<file path="src/hw/rtl/arat_pkg.sv">
package arat_pkg;

   localparam int LEVEL_W    = 17;
   localparam int THRESH_W   = 16;
   localparam int ID_W       = 8;
   localparam int ELAPSED_W  = 20;
   localparam int TIME_W     = 24;
   localparam int NEXT_W     = TIME_W + 1;
   localparam int CSR_INDEX_W = 8;
   localparam int CSR_DATA_W = 24;

   localparam int MAX_REPEATS_DEFAULT = 16;
   localparam int RESULT_LIMIT        = 16;
   localparam int DIV_STEPS           = TIME_W;

   localparam logic [TIME_W-1:0] HELD_MAX = {TIME_W{1'b1}};

   localparam logic [THRESH_W-1:0] RESET_REPEAT_THRESHOLD = THRESH_W'(0);
   localparam logic [TIME_W-1:0]   RESET_MIN_INTERVAL     = TIME_W'(33000);
   localparam logic [TIME_W-1:0]   RESET_MAX_INTERVAL     = TIME_W'(300000);
   localparam logic [TIME_W-1:0]   RESET_RAMP_TIME        = TIME_W'(900000);

   localparam logic [CSR_INDEX_W-1:0] CSR_REPEAT_THRESHOLD = CSR_INDEX_W'(0);
   localparam logic [CSR_INDEX_W-1:0] CSR_MIN_INTERVAL     = CSR_INDEX_W'(1);
   localparam logic [CSR_INDEX_W-1:0] CSR_MAX_INTERVAL     = CSR_INDEX_W'(2);
   localparam logic [CSR_INDEX_W-1:0] CSR_RAMP_TIME        = CSR_INDEX_W'(3);

   typedef struct packed {
      logic [ID_W-1:0]      control_id;
      logic [LEVEL_W-1:0]   level;
      logic [ELAPSED_W-1:0] elapsed;
   } req_type;

   typedef struct packed {
      logic [ID_W-1:0]    repeat_id;
      logic [LEVEL_W-1:0] repeat_level;
      logic               last_of_run;
   } rsp_type;

endpackage

</file>
<file path="src/hw/rtl/ramped_auto_repeat_timer.sv">
// Ramped auto-repeat timer for one held control.
// The request channel carries one frame tick per transfer: the control's
// identifier, its level (Q1.16) and the microseconds since the last tick.
// The response channel carries the repeat events that the tick causes, up to
// the repeat cap, with last_of_run set on the final event of the tick.
// The configuration channel writes the threshold, the two intervals and the
// ramp time; it is always ready and should only be used while no tick is
// in flight. Unknown register indexes are ignored.
// A tick that causes no event is finished in the cycle it is taken, and
// the block is ready again on the next cycle. A tick that causes events
// passes through the multiply state, the shared shift-subtract divider and
// the state that selects the interval before its first event is offered.
// Events then follow one per cycle; a stalled receiver simply holds the
// current event and the block waits, taking no new tick.
// Reset (synchronous) restores the register defaults and clears the held
// timer, the repeat schedule and the remembered level.
module ramped_auto_repeat_timer #(
   parameter int MAX_REPEATS = arat_pkg::MAX_REPEATS_DEFAULT
) (
   input  logic                                clock,
   input  logic                                reset,
   input  logic                                req_valid,
   output logic                                req_ready,
   input  arat_pkg::req_type                   req_data,
   output logic                                rsp_valid,
   input  logic                                rsp_ready,
   output arat_pkg::rsp_type                   rsp_data,
   input  logic                                csr_valid,
   output logic                                csr_ready,
   input  logic [arat_pkg::CSR_INDEX_W-1:0]    csr_index,
   input  logic [arat_pkg::CSR_DATA_W-1:0]     csr_data
);

   localparam int CAP    = (MAX_REPEATS < arat_pkg::RESULT_LIMIT) ?
                           MAX_REPEATS : arat_pkg::RESULT_LIMIT;
   localparam int CNT_W  = $clog2(CAP + 1);
   localparam int STEP_W = $clog2(arat_pkg::DIV_STEPS);
   localparam int TW     = arat_pkg::TIME_W;
   localparam int NW     = arat_pkg::NEXT_W;

   typedef enum logic [4:0] {
      ST_IDLE = 5'b00001,
      ST_MUL  = 5'b00010,
      ST_DIV  = 5'b00100,
      ST_SEL  = 5'b01000,
      ST_EMIT = 5'b10000
   } state_type;

   state_type state_ff, state_in;

   logic [arat_pkg::THRESH_W-1:0] thresh_ff, thresh_in;
   logic [TW-1:0] min_ff, min_in;
   logic [TW-1:0] max_ff, max_in;
   logic [TW-1:0] ramp_ff, ramp_in;

   logic [arat_pkg::LEVEL_W-1:0] prev_ff, prev_in;
   logic [TW-1:0] held_ff, held_in;
   logic [NW-1:0] next_ff, next_in;
   logic [CNT_W-1:0] count_ff, count_in;
   logic [STEP_W-1:0] step_ff, step_in;

   logic [arat_pkg::ID_W-1:0]    id_ff, id_in;
   logic [arat_pkg::LEVEL_W-1:0] level_ff, level_in;
   logic [TW-1:0] rem_ff, rem_in;
   logic [TW-1:0] quo_ff, quo_in;
   logic [TW-1:0] iv_ff, iv_in;

   logic          req_xfer, rsp_xfer;
   logic          change;
   logic [NW-1:0] sum;
   logic [TW-1:0] held_new;
   logic [NW-1:0] next_cur;
   logic [TW-1:0] held_less;
   logic          cond;
   logic [2*TW-1:0] product;
   logic [TW:0]   trial;
   logic          trial_ge;
   logic [NW-1:0] next_step;
   logic          last;

   assign req_ready = (state_ff == ST_IDLE);
   assign rsp_valid = (state_ff == ST_EMIT);
   assign csr_ready = 1'b1;
   assign req_xfer  = req_valid && req_ready;
   assign rsp_xfer  = rsp_valid && rsp_ready;

   // Tick arithmetic for the held timer and the repeat check.
   always_comb begin
      change    = (req_data.level != '0) != (prev_ff != '0);
      sum       = {1'b0, held_ff} + NW'(req_data.elapsed);
      held_new  = change ? '0 : ((sum > {1'b0, arat_pkg::HELD_MAX}) ?
                                 arat_pkg::HELD_MAX : sum[TW-1:0]);
      next_cur  = change ? {1'b0, max_ff} : next_ff;
      held_less = held_new - TW'(req_data.elapsed);
      cond      = (thresh_ff != '0)
                  && (req_data.level > arat_pkg::LEVEL_W'(thresh_ff))
                  && (held_new != '0)
                  && ({1'b0, held_less} < next_cur);
   end

   // Shared datapath: one multiplier, one restoring divider step, one adder.
   assign product  = (2*TW)'(held_ff) * (2*TW)'(max_ff - min_ff);
   assign trial    = {rem_ff, quo_ff[TW-1]};
   assign trial_ge = (trial >= {1'b0, ramp_ff});
   assign next_step = next_ff + {1'b0, iv_ff};
   assign last = (count_ff == CNT_W'(CAP - 1)) || ({1'b0, held_ff} < next_step);

   assign rsp_data.repeat_id    = id_ff;
   assign rsp_data.repeat_level = level_ff;
   assign rsp_data.last_of_run  = last;

   always_comb begin
      state_in  = state_ff;
      thresh_in = thresh_ff;
      min_in    = min_ff;
      max_in    = max_ff;
      ramp_in   = ramp_ff;
      prev_in   = prev_ff;
      held_in   = held_ff;
      next_in   = next_ff;
      count_in  = count_ff;
      step_in   = step_ff;
      id_in     = id_ff;
      level_in  = level_ff;
      rem_in    = rem_ff;
      quo_in    = quo_ff;
      iv_in     = iv_ff;

      if (csr_valid && csr_ready) begin
         unique case (csr_index)
            arat_pkg::CSR_REPEAT_THRESHOLD: thresh_in = csr_data[arat_pkg::THRESH_W-1:0];
            arat_pkg::CSR_MIN_INTERVAL:     min_in    = csr_data[TW-1:0];
            arat_pkg::CSR_MAX_INTERVAL:     max_in    = csr_data[TW-1:0];
            arat_pkg::CSR_RAMP_TIME:        ramp_in   = csr_data[TW-1:0];
            default: ;
         endcase
      end

      unique case (state_ff)
         ST_IDLE: begin
            if (req_xfer) begin
               prev_in  = req_data.level;
               held_in  = held_new;
               next_in  = next_cur;
               id_in    = req_data.control_id;
               level_in = req_data.level;
               count_in = '0;
               if (cond && ({1'b0, held_new} >= next_cur)) begin
                  state_in = ST_MUL;
               end
            end
         end
         ST_MUL: begin
            rem_in   = product[2*TW-1:TW];
            quo_in   = product[TW-1:0];
            step_in  = '0;
            state_in = ST_DIV;
         end
         ST_DIV: begin
            // Quotient bits shift in from the bottom as dividend bits leave the top.
            rem_in  = trial_ge ? TW'(trial - {1'b0, ramp_ff}) : trial[TW-1:0];
            quo_in  = {quo_ff[TW-2:0], trial_ge};
            step_in = step_ff + STEP_W'(1);
            if (step_ff == STEP_W'(arat_pkg::DIV_STEPS - 1)) begin
               state_in = ST_SEL;
            end
         end
         ST_SEL: begin
            priority if (min_ff >= max_ff) begin
               iv_in = max_ff;
            end else if ((ramp_ff == '0) || (held_ff >= ramp_ff)) begin
               iv_in = min_ff;
            end else begin
               iv_in = max_ff - quo_ff;
            end
            state_in = ST_EMIT;
         end
         ST_EMIT: begin
            if (rsp_xfer) begin
               if (last) begin
                  // When the cap cuts the run short, the missed repeats are dropped.
                  next_in  = ({1'b0, held_ff} >= next_step) ?
                             ({1'b0, held_ff} + {1'b0, iv_ff}) : next_step;
                  state_in = ST_IDLE;
               end else begin
                  next_in  = next_step;
                  count_in = count_ff + CNT_W'(1);
               end
            end
         end
         default: state_in = ST_IDLE;
      endcase
   end

   always_ff @(posedge clock) begin
      if (reset) begin
         state_ff  <= ST_IDLE;
         thresh_ff <= arat_pkg::RESET_REPEAT_THRESHOLD;
         min_ff    <= arat_pkg::RESET_MIN_INTERVAL;
         max_ff    <= arat_pkg::RESET_MAX_INTERVAL;
         ramp_ff   <= arat_pkg::RESET_RAMP_TIME;
         prev_ff   <= '0;
         held_ff   <= '0;
         next_ff   <= '0;
         count_ff  <= '0;
         step_ff   <= '0;
      end else begin
         state_ff  <= state_in;
         thresh_ff <= thresh_in;
         min_ff    <= min_in;
         max_ff    <= max_in;
         ramp_ff   <= ramp_in;
         prev_ff   <= prev_in;
         held_ff   <= held_in;
         next_ff   <= next_in;
         count_ff  <= count_in;
         step_ff   <= step_in;
      end
   end

   always_ff @(posedge clock) begin
      id_ff    <= id_in;
      level_ff <= level_in;
      rem_ff   <= rem_in;
      quo_ff   <= quo_in;
      iv_ff    <= iv_in;
   end

endmodule

</file>
<file path="config.mk">
export PLATFORM = sky130hd
export DESIGN_NAME = ramped_auto_repeat_timer
export DESIGN_NICKNAME = d
export VERILOG_FILES = /design/src/hw/rtl/arat_pkg.sv /design/src/hw/rtl/ramped_auto_repeat_timer.sv
export SDC_FILE = /design/constraint.sdc
export NUM_CORES = 2
export LEC_CHECK = 0
export ABC_AREA = 1
export BUFFER_PORTS_ARGS = -buffer_cell sky130_fd_sc_hd__buf_2
export CELL_PAD_IN_SITES_DETAIL_PLACEMENT = 1
export CELL_PAD_IN_SITES_GLOBAL_PLACEMENT = 1
export CORE_ASPECT_RATIO = 1.75
export CORE_UTILIZATION = 49
export DETAILED_ROUTE_END_ITERATION = 7
export GPL_ROUTABILITY_DRIVEN = 0
export MAX_ROUTING_LAYER = met4
export PLACE_DENSITY_LB_ADDON = 0.25
export SYNTH_ARGS = -nofsm -noshare
export SYNTH_HDL_FRONTEND = slang
export SYNTH_SLANG_ARGS = --single-unit
</file>
<file path="constraint.sdc">
create_clock -name clock -period 11 [get_ports clock]
set_clock_uncertainty 0.05 [all_clocks]
set_input_delay 2.75 -clock clock [delete_from_list [all_inputs] [get_ports clock]]
set_output_delay 2.75 -clock clock [all_outputs]
set_load 0.1 [all_outputs]
</file>
==> results.cfg <==
[timing]
report.final.slew_viol_count = 0
fmax_ghz = 0.09683
relSlewSlack = 0.2149
final_hold_viol_count = 0
tns_ns = 0
rsz0062_at_grt = false
holdWs_ns = 0.4056
setup_viol = 0
worst_pin_slew_ns = 1.176
min_period_ns = 10.33
post-route-period-util = 0.9389

[outcome]
outcome = completed

[placement]
portBuffers = 109
dp.cells = 6768
dp_hpwl_um = 148000

[job]
max_cap_viol_count = 0

[min_path]
min_path_type = reg2reg

[synth]
synth_commonest_cells = 1104 x nand2_1, 1034 x inv_1, 510 x fa_1
syn_area_per_cell_um2 = 7.511
synth_area_leaders = fa_1 24%, ha_1 14%, nand2_1 9.8%, inv_1 9.2%, dfxtp_1 8.0%
netlist.area_leader.share = 0.2415
synth_ff_type = dfxtp_1
synthAdderAreaFrac = 0.3812
ys_warn_count = 0
yosysMostFrequentCell = nand2_1
synth_top_family_by_area = adder cells
synth_edf_count = 97
synth.yosys.seq_area_share = 0.1489
synthArstFlopShare = 0
synth_mux_area_frac = 0.004972
synth_seq_cells = 266
synth_cell_type_count = 67
synth_xor_area_frac = 0.02924
synth_simple_gate_area_frac = 0.2032
syn_inst = 5629
synth_area_mm2 = 0.04228
syn-num-nets = 6693
yosysTopAreaCell = fa_1
synth_compound_area_frac = 0.1197

[layout]
fin_cells = 6831
seqCellArea_mm2 = 0.006296
drive_gt1_frac = 0.05806
finalNetCount = 6710
fin_util = 0.5261
multi_input_area_mm2 = 0.03125
area_growth_pct = 6.345
nFillCells = 11000

[clock_tree]
htreeDepth = 1
ctsRootBufferMaster = clkbuf_16
cts_tree = done
postCtsSetupBuffers = 0
cts_buffers = 28
worstSkewPairLatency_ns = 0.63
path_clk_slew_ns = 0.07
post_cts_resized = 0
cts_buffer_depth = 3
clock_sinks = 266
cts_hold_buf = 0

[setup_path]
r2r_end = rem_ff[20]$_DFFE_PP_
crit_slowest_cell = inv_1
arrival_ns = 10.66
r2r_setup_slack_ns = 0.67
setup.worst_path.start = max_ff[7]$_SDFFE_PP1P_
cp_data_required_time_ns = 11.33
cp_slowest_stage_delay_ns = 1.00
path_class = reg2reg
r2r_start = max_ff[7]$_SDFFE_PP1P_
reg2reg_depth = 35
crit_end = rem_ff[20]$_DFFE_PP_
end_kind = register
worst-path-max-fanout = 22
startpoint_type = register

[drt]
drc = 0
drtIter0Drc = 2535
drt-vias-per-instance = 6.083
via_count = 41550
wire_per_inst_um = 27.59
drt-total-wl_um = 188400
dr.pass1.iters = 8
ant_nets = 0

[grt]
grt_usage = 0.4496
grt-ovfl-total = 0
grt_start_max_net_pins = 89
grt_pass1_wl_um = 280000
first_global_vias = 45800
antenna_found_initial = 14

[floorplan]
io_pins = 111
start_util = 0.4947
die-area_mm2 = 0.08751
rows = 142
dieWidth_um = 224.1
core_area_mm2 = 0.08546
die_y_um = 390.6
==> flip-flops by register name, indices dropped and copies added (netlist names) <==
signal	cells
next_ff	25
held_ff	24
iv_ff	24
max_ff	24
min_ff	24
quo_ff	24
ramp_ff	24
rem_ff	24
level_ff	17
prev_ff	17
thresh_ff	16
id_ff	8
count_ff	5
state_ff	5
step_ff	5
==> cells by family after synthesis <==
group | Yosys count
DFF | 266
adders and majority gates | 982
AOI/OAI and AO/OA | 924
muxes | 21
and+or+nand+nor | 2054
other | 1
xor gates and xnor gates | 139
buffers and inverters | 1242
==> critical path: cells and delay by family (launching register included) <==
family	cells	cell delay (ns)
fa+ha+maj	9	4.74
simple gates	16	2.72
buf+inv	5	1.35
compound gates	5	0.82
flops	1	0.38
==> area by class of cell <==
class | instances | area share
repair buffers | 178 | 0.02365
clock inverters | 18 | 0.003618
multi-input cells | 4121 | 0.6950
well taps | 1152 | 0.03206
inverters | 1051 | 0.08780
clock buffers | 33 | 0.01717
flip-flops and latches | 266 | 0.1400
diodes | 12 | 0.0006679
==> how the worst min path moves through the flow <==
stage,startpoint,endpoint,slack (ns),depth (start not counted)
2_1_floorplan,prev_ff[2]$_SDFFE_PP0P_,prev_ff[2]$_SDFFE_PP0P_,0.38,2
3_3_place_gp,prev_ff[2]$_SDFFE_PP0P_,prev_ff[2]$_SDFFE_PP0P_,0.39,2
3_5_place_dp,prev_ff[2]$_SDFFE_PP0P_,prev_ff[2]$_SDFFE_PP0P_,0.40,2
4_1_cts,prev_ff[2]$_SDFFE_PP0P_,prev_ff[2]$_SDFFE_PP0P_,0.41,2
5_1_grt,prev_ff[6]$_SDFFE_PP0P_,prev_ff[6]$_SDFFE_PP0P_,0.43,2
6_report,prev_ff[6]$_SDFFE_PP0P_,prev_ff[6]$_SDFFE_PP0P_,0.41,2
==> per-stage QoR <==
step	cell area [um^2]	worst slack [ns]
final	44960	0.6721
after global routing	44960	0.2921
after CTS	44930	1.156
after detailed placement	44000	1.139
after global placement	44000	1.472
after floorplan	42280	3.181
==> layout by cell type (no fill, tap or decap), types with 30 or more instances in the layout <==
cell type,count
nand4_1,47
edfxtp_1,97
fa_1,510
buf_2,109
a21oi_1,396
xnor2_1,73
nand3_1,241
clkbuf_16,30
o211ai_1,37
xor2_1,65
o21ai_0,332
a31oi_1,40
or2_2,37
inv_1,1032
nor3_1,33
nor2_1,502
nand2_1,1103
ha_1,472
dfxtp_1,169
buf_4,69
==> routing by layer <==
metal  global-route usage  wire length, um  share of wire
met1               0.4041            58760           0.31
met4               0.4999            26300           0.14
met2               0.7336            89710           0.48
met5                    -                0              0
met3               0.1118            13660          0.073
Power is left out: the tool's default activity adds up to more than one toggle a clock period on the data nets, which glitch-free logic cannot reach.
